==> src/design/dnle_pkg.sv <==
// Package for the DNS name label encoder.
// Holds the character constants, the command type passed from the front end
// to the back end, and the back-end state type. Depends on nothing.
package dnle_pkg;

    localparam int LABEL_MAX_DEF = 62;

    localparam logic [7:0] CH_DOT      = 8'h2E;
    localparam logic [7:0] CH_UPPER_A  = 8'h41;
    localparam logic [7:0] CH_UPPER_Z  = 8'h5A;
    localparam logic [7:0] CASE_OFFSET = 8'd32;
    localparam logic [7:0] TERMINATOR  = 8'h00;

    localparam logic KIND_CHAR = 1'b0;
    localparam logic KIND_END  = 1'b1;

    typedef enum logic [1:0] {
        OP_CHAR,
        OP_DOT,
        OP_END
    } op_t;

    typedef struct packed {
        op_t        op;
        logic [7:0] data;
    } cmd_t;

    typedef enum logic [1:0] {
        ST_IDLE,
        ST_LEN,
        ST_DATA,
        ST_TERM
    } back_state_t;

endpackage

==> src/design/dnle_ram.sv <==
// Generic simple dual-port RAM with one write port and a registered read port.
// Uses no package.
module dnle_ram #(
    parameter int WIDTH = 8,
    parameter int DEPTH = 62,
    localparam int AW = (DEPTH > 1) ? $clog2(DEPTH) : 1
) (
    input  logic             aclk,
    input  logic             we,
    input  logic [AW-1:0]    waddr,
    input  logic [WIDTH-1:0] wdata,
    input  logic [AW-1:0]    raddr,
    output logic [WIDTH-1:0] rdata
);

    logic [WIDTH-1:0] mem [DEPTH];
    logic [WIDTH-1:0] rdata_reg;

    always_ff @(posedge aclk) begin
        if (we) begin
            mem[waddr] <= wdata;
        end
        rdata_reg <= mem[raddr];
    end

    assign rdata = rdata_reg;

endmodule

==> src/design/dnle_front.sv <==
// Front end of the DNS name label encoder: accepts input transfers, lowers
// upper-case letters, classifies each item and queues it in a two-entry FIFO.
// Depends on dnle_pkg.
module dnle_front
    import dnle_pkg::*;
(
    input  logic       aclk,
    input  logic       aresetn,
    input  logic       s_valid,
    output logic       s_ready,
    input  logic       s_kind,
    input  logic [7:0] s_character,
    output logic       cmd_valid,
    input  logic       cmd_ready,
    output cmd_t       cmd
);

    cmd_t       q_reg [2];
    logic       head_reg, head_next;
    logic [1:0] count_reg, count_next;
    logic       push, pop;
    logic       tail;
    cmd_t       cmd_in;

    always_comb begin
        cmd_in.data = s_character;
        unique case (s_kind)
            KIND_END: begin
                cmd_in.op = OP_END;
            end
            default: begin
                if (s_character == CH_DOT) begin
                    cmd_in.op = OP_DOT;
                end else begin
                    cmd_in.op = OP_CHAR;
                end
                if (s_character >= CH_UPPER_A && s_character <= CH_UPPER_Z) begin
                    cmd_in.data = s_character + CASE_OFFSET;
                end
            end
        endcase
    end

    assign s_ready   = (count_reg != 2'd2);
    assign cmd_valid = (count_reg != 2'd0);
    assign cmd       = q_reg[head_reg];
    assign push      = s_valid && s_ready;
    assign pop       = cmd_valid && cmd_ready;
    assign tail      = head_reg ^ count_reg[0];

    always_comb begin
        head_next  = head_reg;
        count_next = count_reg;
        if (pop) begin
            head_next = ~head_reg;
        end
        if (push && !pop) begin
            count_next = count_reg + 2'd1;
        end else if (pop && !push) begin
            count_next = count_reg - 2'd1;
        end
    end

    always_ff @(posedge aclk) begin
        if (!aresetn) begin
            head_reg  <= 1'b0;
            count_reg <= 2'd0;
        end else begin
            head_reg  <= head_next;
            count_reg <= count_next;
        end
    end

    always_ff @(posedge aclk) begin
        if (push) begin
            q_reg[tail] <= cmd_in;
        end
    end

endmodule

==> src/design/dnle_back.sv <==
// Back end of the DNS name label encoder: keeps the pending label in a RAM;
// a dot or end of name sends the length byte and label bytes if non-empty, an
// end of name also the terminator, via an output register. Uses dnle_pkg, dnle_ram.
module dnle_back
    import dnle_pkg::*;
#(
    parameter int LABEL_MAX = LABEL_MAX_DEF
) (
    input  logic       aclk,
    input  logic       aresetn,
    input  logic       cmd_valid,
    output logic       cmd_ready,
    input  cmd_t       cmd,
    output logic       m_valid,
    input  logic       m_ready,
    output logic [7:0] m_wire_byte,
    output logic       m_name_done,
    output logic       m_label_overflow
);

    localparam int FILL_W = $clog2(LABEL_MAX + 1);
    localparam int ADDR_W = (LABEL_MAX > 1) ? $clog2(LABEL_MAX) : 1;

    back_state_t       state_reg, state_next;
    logic [FILL_W-1:0] fill_reg, fill_next;
    logic [ADDR_W-1:0] idx_reg, idx_next;
    logic              ovf_reg, ovf_next;
    logic              end_reg, end_next;

    logic              out_valid_reg, out_valid_next;
    logic [7:0]        out_byte_reg, out_byte_next;
    logic              out_done_reg, out_done_next;
    logic              out_ovf_reg, out_ovf_next;

    logic              out_free;
    logic              ram_we;
    logic [7:0]        ram_rdata;
    logic              last_byte;

    dnle_ram #(
        .WIDTH (8),
        .DEPTH (LABEL_MAX)
    ) u_label_ram (
        .aclk  (aclk),
        .we    (ram_we),
        .waddr (fill_reg[ADDR_W-1:0]),
        .wdata (cmd.data),
        .raddr (idx_next),
        .rdata (ram_rdata)
    );

    assign out_free  = !out_valid_reg || m_ready;
    assign cmd_ready = (state_reg == ST_IDLE);
    assign last_byte = (FILL_W'(idx_reg) + FILL_W'(1)) == fill_reg;

    always_comb begin
        state_next     = state_reg;
        fill_next      = fill_reg;
        idx_next       = idx_reg;
        ovf_next       = ovf_reg;
        end_next       = end_reg;
        out_valid_next = out_valid_reg && !m_ready;
        out_byte_next  = out_byte_reg;
        out_done_next  = out_done_reg;
        out_ovf_next   = out_ovf_reg;
        ram_we         = 1'b0;

        unique case (state_reg)
            ST_IDLE: begin
                idx_next = '0;
                if (cmd_valid) begin
                    unique case (cmd.op)
                        OP_CHAR: begin
                            if (fill_reg < FILL_W'(LABEL_MAX)) begin
                                ram_we    = 1'b1;
                                fill_next = fill_reg + FILL_W'(1);
                            end else begin
                                ovf_next = 1'b1;
                            end
                        end
                        OP_DOT: begin
                            end_next = 1'b0;
                            if (fill_reg != '0) begin
                                state_next = ST_LEN;
                            end
                        end
                        OP_END: begin
                            end_next = 1'b1;
                            if (fill_reg != '0) begin
                                state_next = ST_LEN;
                            end else begin
                                state_next = ST_TERM;
                            end
                        end
                        default: begin
                            state_next = ST_IDLE;
                        end
                    endcase
                end
            end
            ST_LEN: begin
                idx_next = '0;
                if (out_free) begin
                    out_valid_next = 1'b1;
                    out_byte_next  = 8'(fill_reg);
                    out_done_next  = 1'b0;
                    out_ovf_next   = ovf_reg;
                    state_next     = ST_DATA;
                end
            end
            ST_DATA: begin
                if (out_free) begin
                    out_valid_next = 1'b1;
                    out_byte_next  = ram_rdata;
                    out_done_next  = 1'b0;
                    out_ovf_next   = ovf_reg;
                    if (last_byte) begin
                        idx_next   = '0;
                        fill_next  = '0;
                        state_next = end_reg ? ST_TERM : ST_IDLE;
                    end else begin
                        idx_next = idx_reg + ADDR_W'(1);
                    end
                end
            end
            ST_TERM: begin
                if (out_free) begin
                    out_valid_next = 1'b1;
                    out_byte_next  = TERMINATOR;
                    out_done_next  = 1'b1;
                    out_ovf_next   = ovf_reg;
                    ovf_next       = 1'b0;
                    fill_next      = '0;
                    state_next     = ST_IDLE;
                end
            end
            default: begin
                state_next = ST_IDLE;
            end
        endcase
    end

    always_ff @(posedge aclk) begin
        if (!aresetn) begin
            state_reg     <= ST_IDLE;
            fill_reg      <= '0;
            idx_reg       <= '0;
            ovf_reg       <= 1'b0;
            end_reg       <= 1'b0;
            out_valid_reg <= 1'b0;
        end else begin
            state_reg     <= state_next;
            fill_reg      <= fill_next;
            idx_reg       <= idx_next;
            ovf_reg       <= ovf_next;
            end_reg       <= end_next;
            out_valid_reg <= out_valid_next;
        end
    end

    always_ff @(posedge aclk) begin
        out_byte_reg <= out_byte_next;
        out_done_reg <= out_done_next;
        out_ovf_reg  <= out_ovf_next;
    end

    assign m_valid          = out_valid_reg;
    assign m_wire_byte      = out_byte_reg;
    assign m_name_done      = out_done_reg;
    assign m_label_overflow = out_ovf_reg;

endmodule

==> src/design/dns_name_label_encoder.sv <==
// DNS name label encoder, top level.
// Connects the front end, which classifies incoming characters into a short
// queue, to the back end, which builds the wire-format labels.
//
// Usage: the s_ channel takes one item per transfer, either a name character
// (s_kind = 0) or the end of a name (s_kind = 1). The m_ channel gives the
// wire-format bytes: a length byte and the label bytes for each non-empty
// label, then a zero byte with m_name_done set. m_label_overflow is set on
// every byte sent after a label of the current name ran past LABEL_MAX
// characters; the excess characters are dropped.
// A character is taken by the back end and leaves nothing behind on the
// output. A dot is taken and then sends a length byte and the n bytes of the
// label, one byte per cycle from the label RAM while the receiver accepts
// them. An end of name adds the terminator byte. The back end takes no new
// command while it sends; the two-entry queue keeps s_ready high while a
// label burst is in progress, until it fills.
// Reset clears the queue, the label length and the overflow flag; no clearing
// pass of the label RAM is needed. When the receiver stalls, the output
// register holds its byte, the back end waits, and the queue fills up before
// s_ready drops.
module dns_name_label_encoder
    import dnle_pkg::*;
#(
    parameter int LABEL_MAX = LABEL_MAX_DEF
) (
    input  logic       aclk,
    input  logic       aresetn,
    input  logic       s_valid,
    output logic       s_ready,
    input  logic       s_kind,
    input  logic [7:0] s_character,
    output logic       m_valid,
    input  logic       m_ready,
    output logic [7:0] m_wire_byte,
    output logic       m_name_done,
    output logic       m_label_overflow
);

    logic cmd_valid;
    logic cmd_ready;
    cmd_t cmd;

    dnle_front u_front (
        .aclk        (aclk),
        .aresetn     (aresetn),
        .s_valid     (s_valid),
        .s_ready     (s_ready),
        .s_kind      (s_kind),
        .s_character (s_character),
        .cmd_valid   (cmd_valid),
        .cmd_ready   (cmd_ready),
        .cmd         (cmd)
    );

    dnle_back #(
        .LABEL_MAX (LABEL_MAX)
    ) u_back (
        .aclk             (aclk),
        .aresetn          (aresetn),
        .cmd_valid        (cmd_valid),
        .cmd_ready        (cmd_ready),
        .cmd              (cmd),
        .m_valid          (m_valid),
        .m_ready          (m_ready),
        .m_wire_byte      (m_wire_byte),
        .m_name_done      (m_name_done),
        .m_label_overflow (m_label_overflow)
    );

    a_done_is_terminator: assert property (
        @(posedge aclk) disable iff (!aresetn)
        m_valid && m_name_done |-> m_wire_byte == TERMINATOR
    ) else $error("name_done set on a byte other than the terminator");

    a_full_queue_has_cmd: assert property (
        @(posedge aclk) disable iff (!aresetn)
        !s_ready |-> cmd_valid
    ) else $error("input stalled while the queue offers no command");

    a_cmd_held_when_busy: assert property (
        @(posedge aclk) disable iff (!aresetn)
        cmd_valid && !cmd_ready |=> cmd_valid && $stable(cmd)
    ) else $error("queued command changed before the back end took it");

endmodule

==> config.mk <==
export PLATFORM = sky130hd
export DESIGN_NAME = dns_name_label_encoder
export DESIGN_NICKNAME = d
export VERILOG_FILES = /design/src/design/dnle_pkg.sv /design/src/design/dnle_ram.sv /design/src/design/dnle_front.sv /design/src/design/dnle_back.sv /design/src/design/dns_name_label_encoder.sv
export SDC_FILE = /design/constraint.sdc
export NUM_CORES = 1
export LEC_CHECK = 0
export CAP_MARGIN = 20
export CORE_MARGIN = 2
export CORE_UTILIZATION = 60
export DETAILED_ROUTE_END_ITERATION = 8
export DONT_BUFFER_PORTS = 1
export GPL_ROUTABILITY_DRIVEN = 0
export PLACE_DENSITY_LB_ADDON = 0.08
export SYNTH_ARGS = -nofsm -noshare
export SYNTH_HDL_FRONTEND = slang
export SYNTH_SLANG_ARGS = --single-unit
==> constraint.sdc <==
create_clock -name aclk -period 3.6 [get_ports aclk]
set_input_delay 0.72 -clock aclk [delete_from_list [all_inputs] [get_ports aclk]]
set_output_delay 0.72 -clock aclk [all_outputs]
set_load 0.1 [all_outputs]
# Yosys cells after proc, flatten, opt, wreduce, memory -nomap -nowiden
# Memory sizes are Yosys's and may differ from the RTL's. A register that Yosys moved wholly into a read port is not among the register bits.
# Cells that the tools add are included.
# totals
regBits	30
mem_bits_rw	516
input_bits	13
output_inout_bits	12
mem_count	2
# memory_table
memory	words	width	read_ports	rd_clocked_by_memory_dff	wr	line	text
u_back.u_label_ram.mem	62	8	1	1	1	dnle_ram.sv:16	logic [WIDTH-1:0] mem [DEPTH];
u_front.q_reg	2	10	1	1	1	dnle_front.sv:18	cmd_t q_reg [2];
# classes
n_addsub	5
order_cmp	3
eq_ne	19
n_mux	50
bitwise_logic	2
n_reduce_logical	31
# ops
cell	count
$mux 6	8
$mux 8	5
$pmux 8 s3	1
$mux 2	11
$mux 1	18
$pmux 6 s3	1
$ne 2x1->1 const B	8
$reduce_and 7->1	2
$add 6x1->6 const B	2
$pmux 6 s2	1
$reduce_bool 2->1	5
$add 8x6->8 const B	1
$eq 8x6->1 const B	1
$ge 8x7->1 const B	1
$le 8x7->1 const B	1
$pmux 2 s4	1
$eq 2x2->1 const B	3
$eq 6x6->1	1
$logic_and 1x1->1	6
$lt 6x6->1 const B	1
$ne 2x2->1 const B	3
$pmux 1 s2	3
$pmux 2 s3	1
$reduce_and 3->1	2
other kinds (16)	23

# Depth between registers and ports, before layout
# logic_depth
depth_word	7
depth_mapped	16

# Cells and area by module
# Synthesis repeated with hierarchy kept, for this count alone.
# unflattened
hier_cells	1202
hier_area_um2	22325.2
# by_module_without_submodules
module	n_inst	cells_each	area_per_inst_um2	seq_area_each_um2
dnle_ram	1	935	19556.3	15054.4
dnle_back	1	192	1704.1	640.6
dnle_front	1	75	1064.8	680.7

# Least setup slack after synthesis
# OpenSTA, ideal clock, no wires.
# synth_path
path_kind	register to register
from	register u_back.out_valid_reg (netlist: u_back.m_valid)
to	register u_back.u_label_ram.rdata_reg[6] (netlist: u_back.u_label_ram.rdata[6]), read port of u_back.u_label_ram.mem
setup_ns	0.117
t_arrival_ns	3.193
required_time_ns	3.483
setup_slack_ns	0.291
stages_incl_launch_ff	14
n_path_buf	3
cell_sequence	dfxtp_1 -> nor2b_1 -> clkbuf_1 -> nor2_1 -> and4_1 -> o21ai_0 -> o211ai_1 -> or2_1 -> or2_1 -> clkbuf_1 -> clkbuf_1 -> o22ai_1 -> nor4_1 -> a22o_1
# synth_via
elab_chain_cells	4
# synth_lines
element	line	text
start: declaration	dnle_back.sv:30	logic out_valid_reg, out_valid_next;
start signal: assignment	dnle_back.sv:157	out_valid_reg <= out_valid_next;
$logic_not 1->1	dnle_back.sv:52	assign out_free = !out_valid_reg || m_ready;
$logic_or 1x1->1	dnle_back.sv:52	
$mux 6	dnle_back.sv:112	if (out_free) begin
$pmux 6 s2	dnle_back.sv:68	unique case (state_reg)
end: declaration	dnle_ram.sv:17	logic [WIDTH-1:0] rdata_reg;
# No other way between the ends.
# A chain may end at the register's enable or synchronous reset.

# Worst setup path after layout
# layout_path
from	register u_back.idx_reg[0]
to	register u_back.u_label_ram.rdata_reg[1] (netlist: u_back.u_label_ram.rdata[1]), read port of u_back.u_label_ram.mem
# layout_via
elab_chain_cells	5
# layout_lines
element	line	text
start: declaration	dnle_back.sv:26	logic [ADDR_W-1:0] idx_reg, idx_next;
start signal: assignment	dnle_back.sv:154	idx_reg <= idx_next;
$add 6x1->6	dnle_back.sv:54, dnle_back.sv:122	
$eq 6x6->1	dnle_back.sv:54	assign last_byte = (FILL_W'(idx_reg) + FILL_W'(1)) == fill_reg;
$mux 6	dnle_back.sv:117	if (last_byte) begin
$mux 6	dnle_back.sv:112	
$pmux 6 s2 (*)	dnle_back.sv:68	
# Every way passes the cells marked *; elsewhere a longest branch is shown, timed or not.

==> Flow_metrics.wiki <==
{| class="wikitable"
! Metric !! Value
|-
| Run status || finished clean
|-
| Clock period minus final worst setup slack || 3500 ps
|-
| Finished Core Util || 69.4%
|-
| Share of cells above drive strength 1 || 18.8%
|-
| Setup slack after placement || -95.9 ps
|-
| Worst setup slack after layout || 97.2 ps
|-
| Non-Filler Instances || 2077
|-
| Final routed wirelength across all metal layers || 54.0 mm
|-
| H-tree lvl count || 2
|-
| Largest fanout of any net on the critical path || 27
|-
| Via count of the first global-routing pass || 12758
|-
| Mean cell area of the mapped netlist || 15.3 um^2
|-
| Critical setup path kind || reg2reg
|-
| Hold buffer count at CTS || 0
|-
| Critical path endpoint category || flop
|-
| Number of sinks handled by clock tree synthesis || 555
|-
| Pin count of the biggest net entering global routing || 63
|-
| Portion of the post-synthesis area used by sequential elements || 72.9%
|-
| Worst Hold End || u_front.q_reg[0][9]
|-
| Effective utilization at floorplan || 61.1%
|-
| Required @ worst endpoint || 4100 ps
|-
| Register-to-register setup slack || 100 ps
|-
| Hold Fails Final Rpt || 0
|-
| Transition time at the pin with the least slew margin || 1150 ps
|-
| Capture point of the worst reg-to-reg path || u_back.u_label_ram.rdata[1]
|-
| Arrival time at the worst endpoint || 4000 ps
|-
| Final max-slew violation count || 0
|-
| Net count of the finished layout || 1592
|-
| Ratio of routed vias to standard cells || 6.33
|-
| Count of antenna diodes in the layout || 0
|-
| Startpoint Class || flop
|-
| Overall power || 17.3 mW
|-
| Die W || 198 um
|-
| Cell count of the worst hold path || 0
|-
| Share of flip-flops with an asynchronous set or reset after synthesis || 0%
|-
| Post-synthesis sequential element count || 555
|-
| Largest clock skew in the final design || 16.8 ps
|-
| Count of yosys warnings during synthesis || 0
|-
| Flip-flop count of the largest register after layout || 496
|-
| GRT Residual Overflow || 0
|-
| Leak pwr || 8.76 nW
|-
| Number of antenna violations at the first check in global routing || 0
|-
| Cell at the root of the clock tree || sky130_fd_sc_hd__clkbuf_16
|-
| Instance count after placement with tap cells included || 1977
|-
| Clock-pin slew on the worst setup and hold paths || 60 ps
|-
| Startpoint of the tightest hold check path || s_kind
|-
| Cell count after synthesis || 1467
|-
| Maximum vdd drop || 0.000416 V
|-
| 1st-iter DRT viols || 1505
|-
| CTS tree || built
|-
| Number of enable-type register cells in the synthesized netlist || 526
|-
| Die Y-Extent || 198 um
|-
| Leading cell types in the layout, fill and taps excluded || 526 x sky130_fd_sc_hd__edfxtp_1, 210 x sky130_fd_sc_hd__nand2_1, 120 x sky130_fd_sc_hd__buf_4
|-
| ANT nets after route || 0
|-
| Peak clock frequency supported by timing || 0.285 GHz
|-
| Clock latency on the worst-skew pair || 610 ps
|-
| Post-route DRC violation count || 0
|-
| Area growth from synthesis to final layout || 13.6%
|-
| Final-report setup violation count || 0
|-
| # port buffers || 0
|-
| Number of distinct library cell variants in the gate-level netlist after synthesis || 70
|-
| Layout Cell Area excl Fill || 25500 um^2
|-
| Commonest non-fill, non-tap cell in the layout || sky130_fd_sc_hd__edfxtp_1
|-
| Cell Area, Placed || 23700 um^2
|-
| Worst flop-to-flop path startpoint || u_back.idx_reg[0]
|-
| Syn Std Cell Area || 22500 um^2
|-
| Primary FF master, synth || sky130_fd_sc_hd__edfxtp_1
|-
| Die Area || 39000 um^2
|-
| Period utilization || 97.3%
|-
| Detail Placement HPWL || 33.5 mm
|-
| Hold crit path type || in2reg
|-
| Global-route usage over all layers || 28.4%
|-
| Number of nets in the synthesized netlist || 1492
|-
| R2R cell count || 12
|-
| Number of buffers created by CTS || 54
|-
| Placeable Area || 36800 um^2
|-
| Max clock buf depth || 3
|-
| First-pass iteration count of the detailed router || 5
|-
| IO Count || 25
|-
| Areal power density over the cells || 677 nW/um^2
|-
| Routed via count || 13155
|-
| Routed length per instance || 26.0 um
|-
| Max Cap Violations || 0
|-
| Worst slew slack as a fraction of its limit || 23.2%
|-
| Global-route wire length before repair || 80.4 mm
|-
| Placement row count || 70
|}
Yosys cell counts, types with 14 or more instances:
master	instances	share of area, %
sky130_fd_sc_hd__a21oi_1	60	1.3
sky130_fd_sc_hd__a22oi_1	15	0.50
sky130_fd_sc_hd__and2_1	14	0.39
sky130_fd_sc_hd__buf_2	20	0.45
sky130_fd_sc_hd__clkbuf_1	43	0.72
sky130_fd_sc_hd__dfxtp_1	29	2.6
sky130_fd_sc_hd__edfxtp_1	526	70
sky130_fd_sc_hd__mux2i_1	46	2.0
sky130_fd_sc_hd__mux4_2	56	5.6
sky130_fd_sc_hd__nand2_1	212	3.5
sky130_fd_sc_hd__nand3_1	89	2.0
sky130_fd_sc_hd__nor2_1	85	1.4
sky130_fd_sc_hd__nor4_1	14	0.39
sky130_fd_sc_hd__o21ai_0	42	0.94
sky130_fd_sc_hd__o221ai_1	15	0.58
sky130_fd_sc_hd__o22ai_1	18	0.50
per-layer routing:
layer / vias up / part of all wire [%] / track usage (%)
li1: 5824 / - / -
met5: - / 0 / 0
met2: 606 / 47 / 44.3
met1: 6619 / 42 / 41.1
met4: 0 / 3.3 / 10.7
met3: 106 / 8.0 / 4.40
through the flow:
stage	TNS, ps	hold WS, ps
global route	-5.78	206
global placement	-191	453
CTS	0	191
floorplan	0	431
detailed placement	-430	439
finish	0	221
report_power, final:
group	internal, mW	total [mW]	switching (mW)	leakage, nW
clock	3.23	5.55	2.33	0.842
sequential	8.12	8.57	0.458	4.98
combinational	0.981	3.16	2.17	2.93
area by class of cell:
class,instances,area [um^2]
clock inverters,27,254
multi-input cells,814,5660
clock buffers,71,1480
inverters,11,41.3
repair buffers,131,1130
fillers,2443,11300
well taps,468,586
flip-flops and latches,555,16400
kinds of logic after synthesis:
| logic type | share of synthesized area, % |
|---|---|
| compound gates | 6.06 |
| xor+xnor | 0.624 |
| fa+ha+maj | 0.668 |
| buf+inv | 2.32 |
| flops | 72.9 |
| mux | 8.16 |
| simple gates | 9.29 |
how the worst max path moves through the flow:
stage,from,cells after the start,endpoint
floorplan,u_back.m_valid,13,u_back.u_label_ram.rdata[6]
global placement,m_ready,10,u_back.u_label_ram.rdata[5]
detailed placement,m_ready,10,u_back.u_label_ram.rdata[6]
CTS,u_back.idx_reg[0],12,u_back.u_label_ram.rdata[5]
global route,u_back.idx_reg[0],12,u_back.u_label_ram.rdata[1]
finish,u_back.idx_reg[0],12,u_back.u_label_ram.rdata[1]
what timing repair did:
| item | CTS | global route |
|---|---|---|
| gates resized for setup | 4 | 12 |
| pin swaps | 0 | 1 |
| setup endpoints to repair | 5 | 8 |
| setup buffers | 0 | 0 |
| cloned | 0 | 1 |
critical path, stage by stage (launching register included):
cell	delay, ps
sky130_fd_sc_hd__dfxtp_2	410
sky130_fd_sc_hd__ha_2	280
sky130_fd_sc_hd__nand3_1	220
sky130_fd_sc_hd__nor3_2	300
sky130_fd_sc_hd__a21oi_4	100
sky130_fd_sc_hd__o21ai_2	190
sky130_fd_sc_hd__and2_4	300
sky130_fd_sc_hd__buf_12	240
sky130_fd_sc_hd__mux4_2	540
sky130_fd_sc_hd__o22ai_1	280
sky130_fd_sc_hd__nor4_1	110
sky130_fd_sc_hd__buf_4	160
sky130_fd_sc_hd__a22o_1	220
Note: power is estimated with default switching activity, not from simulation.
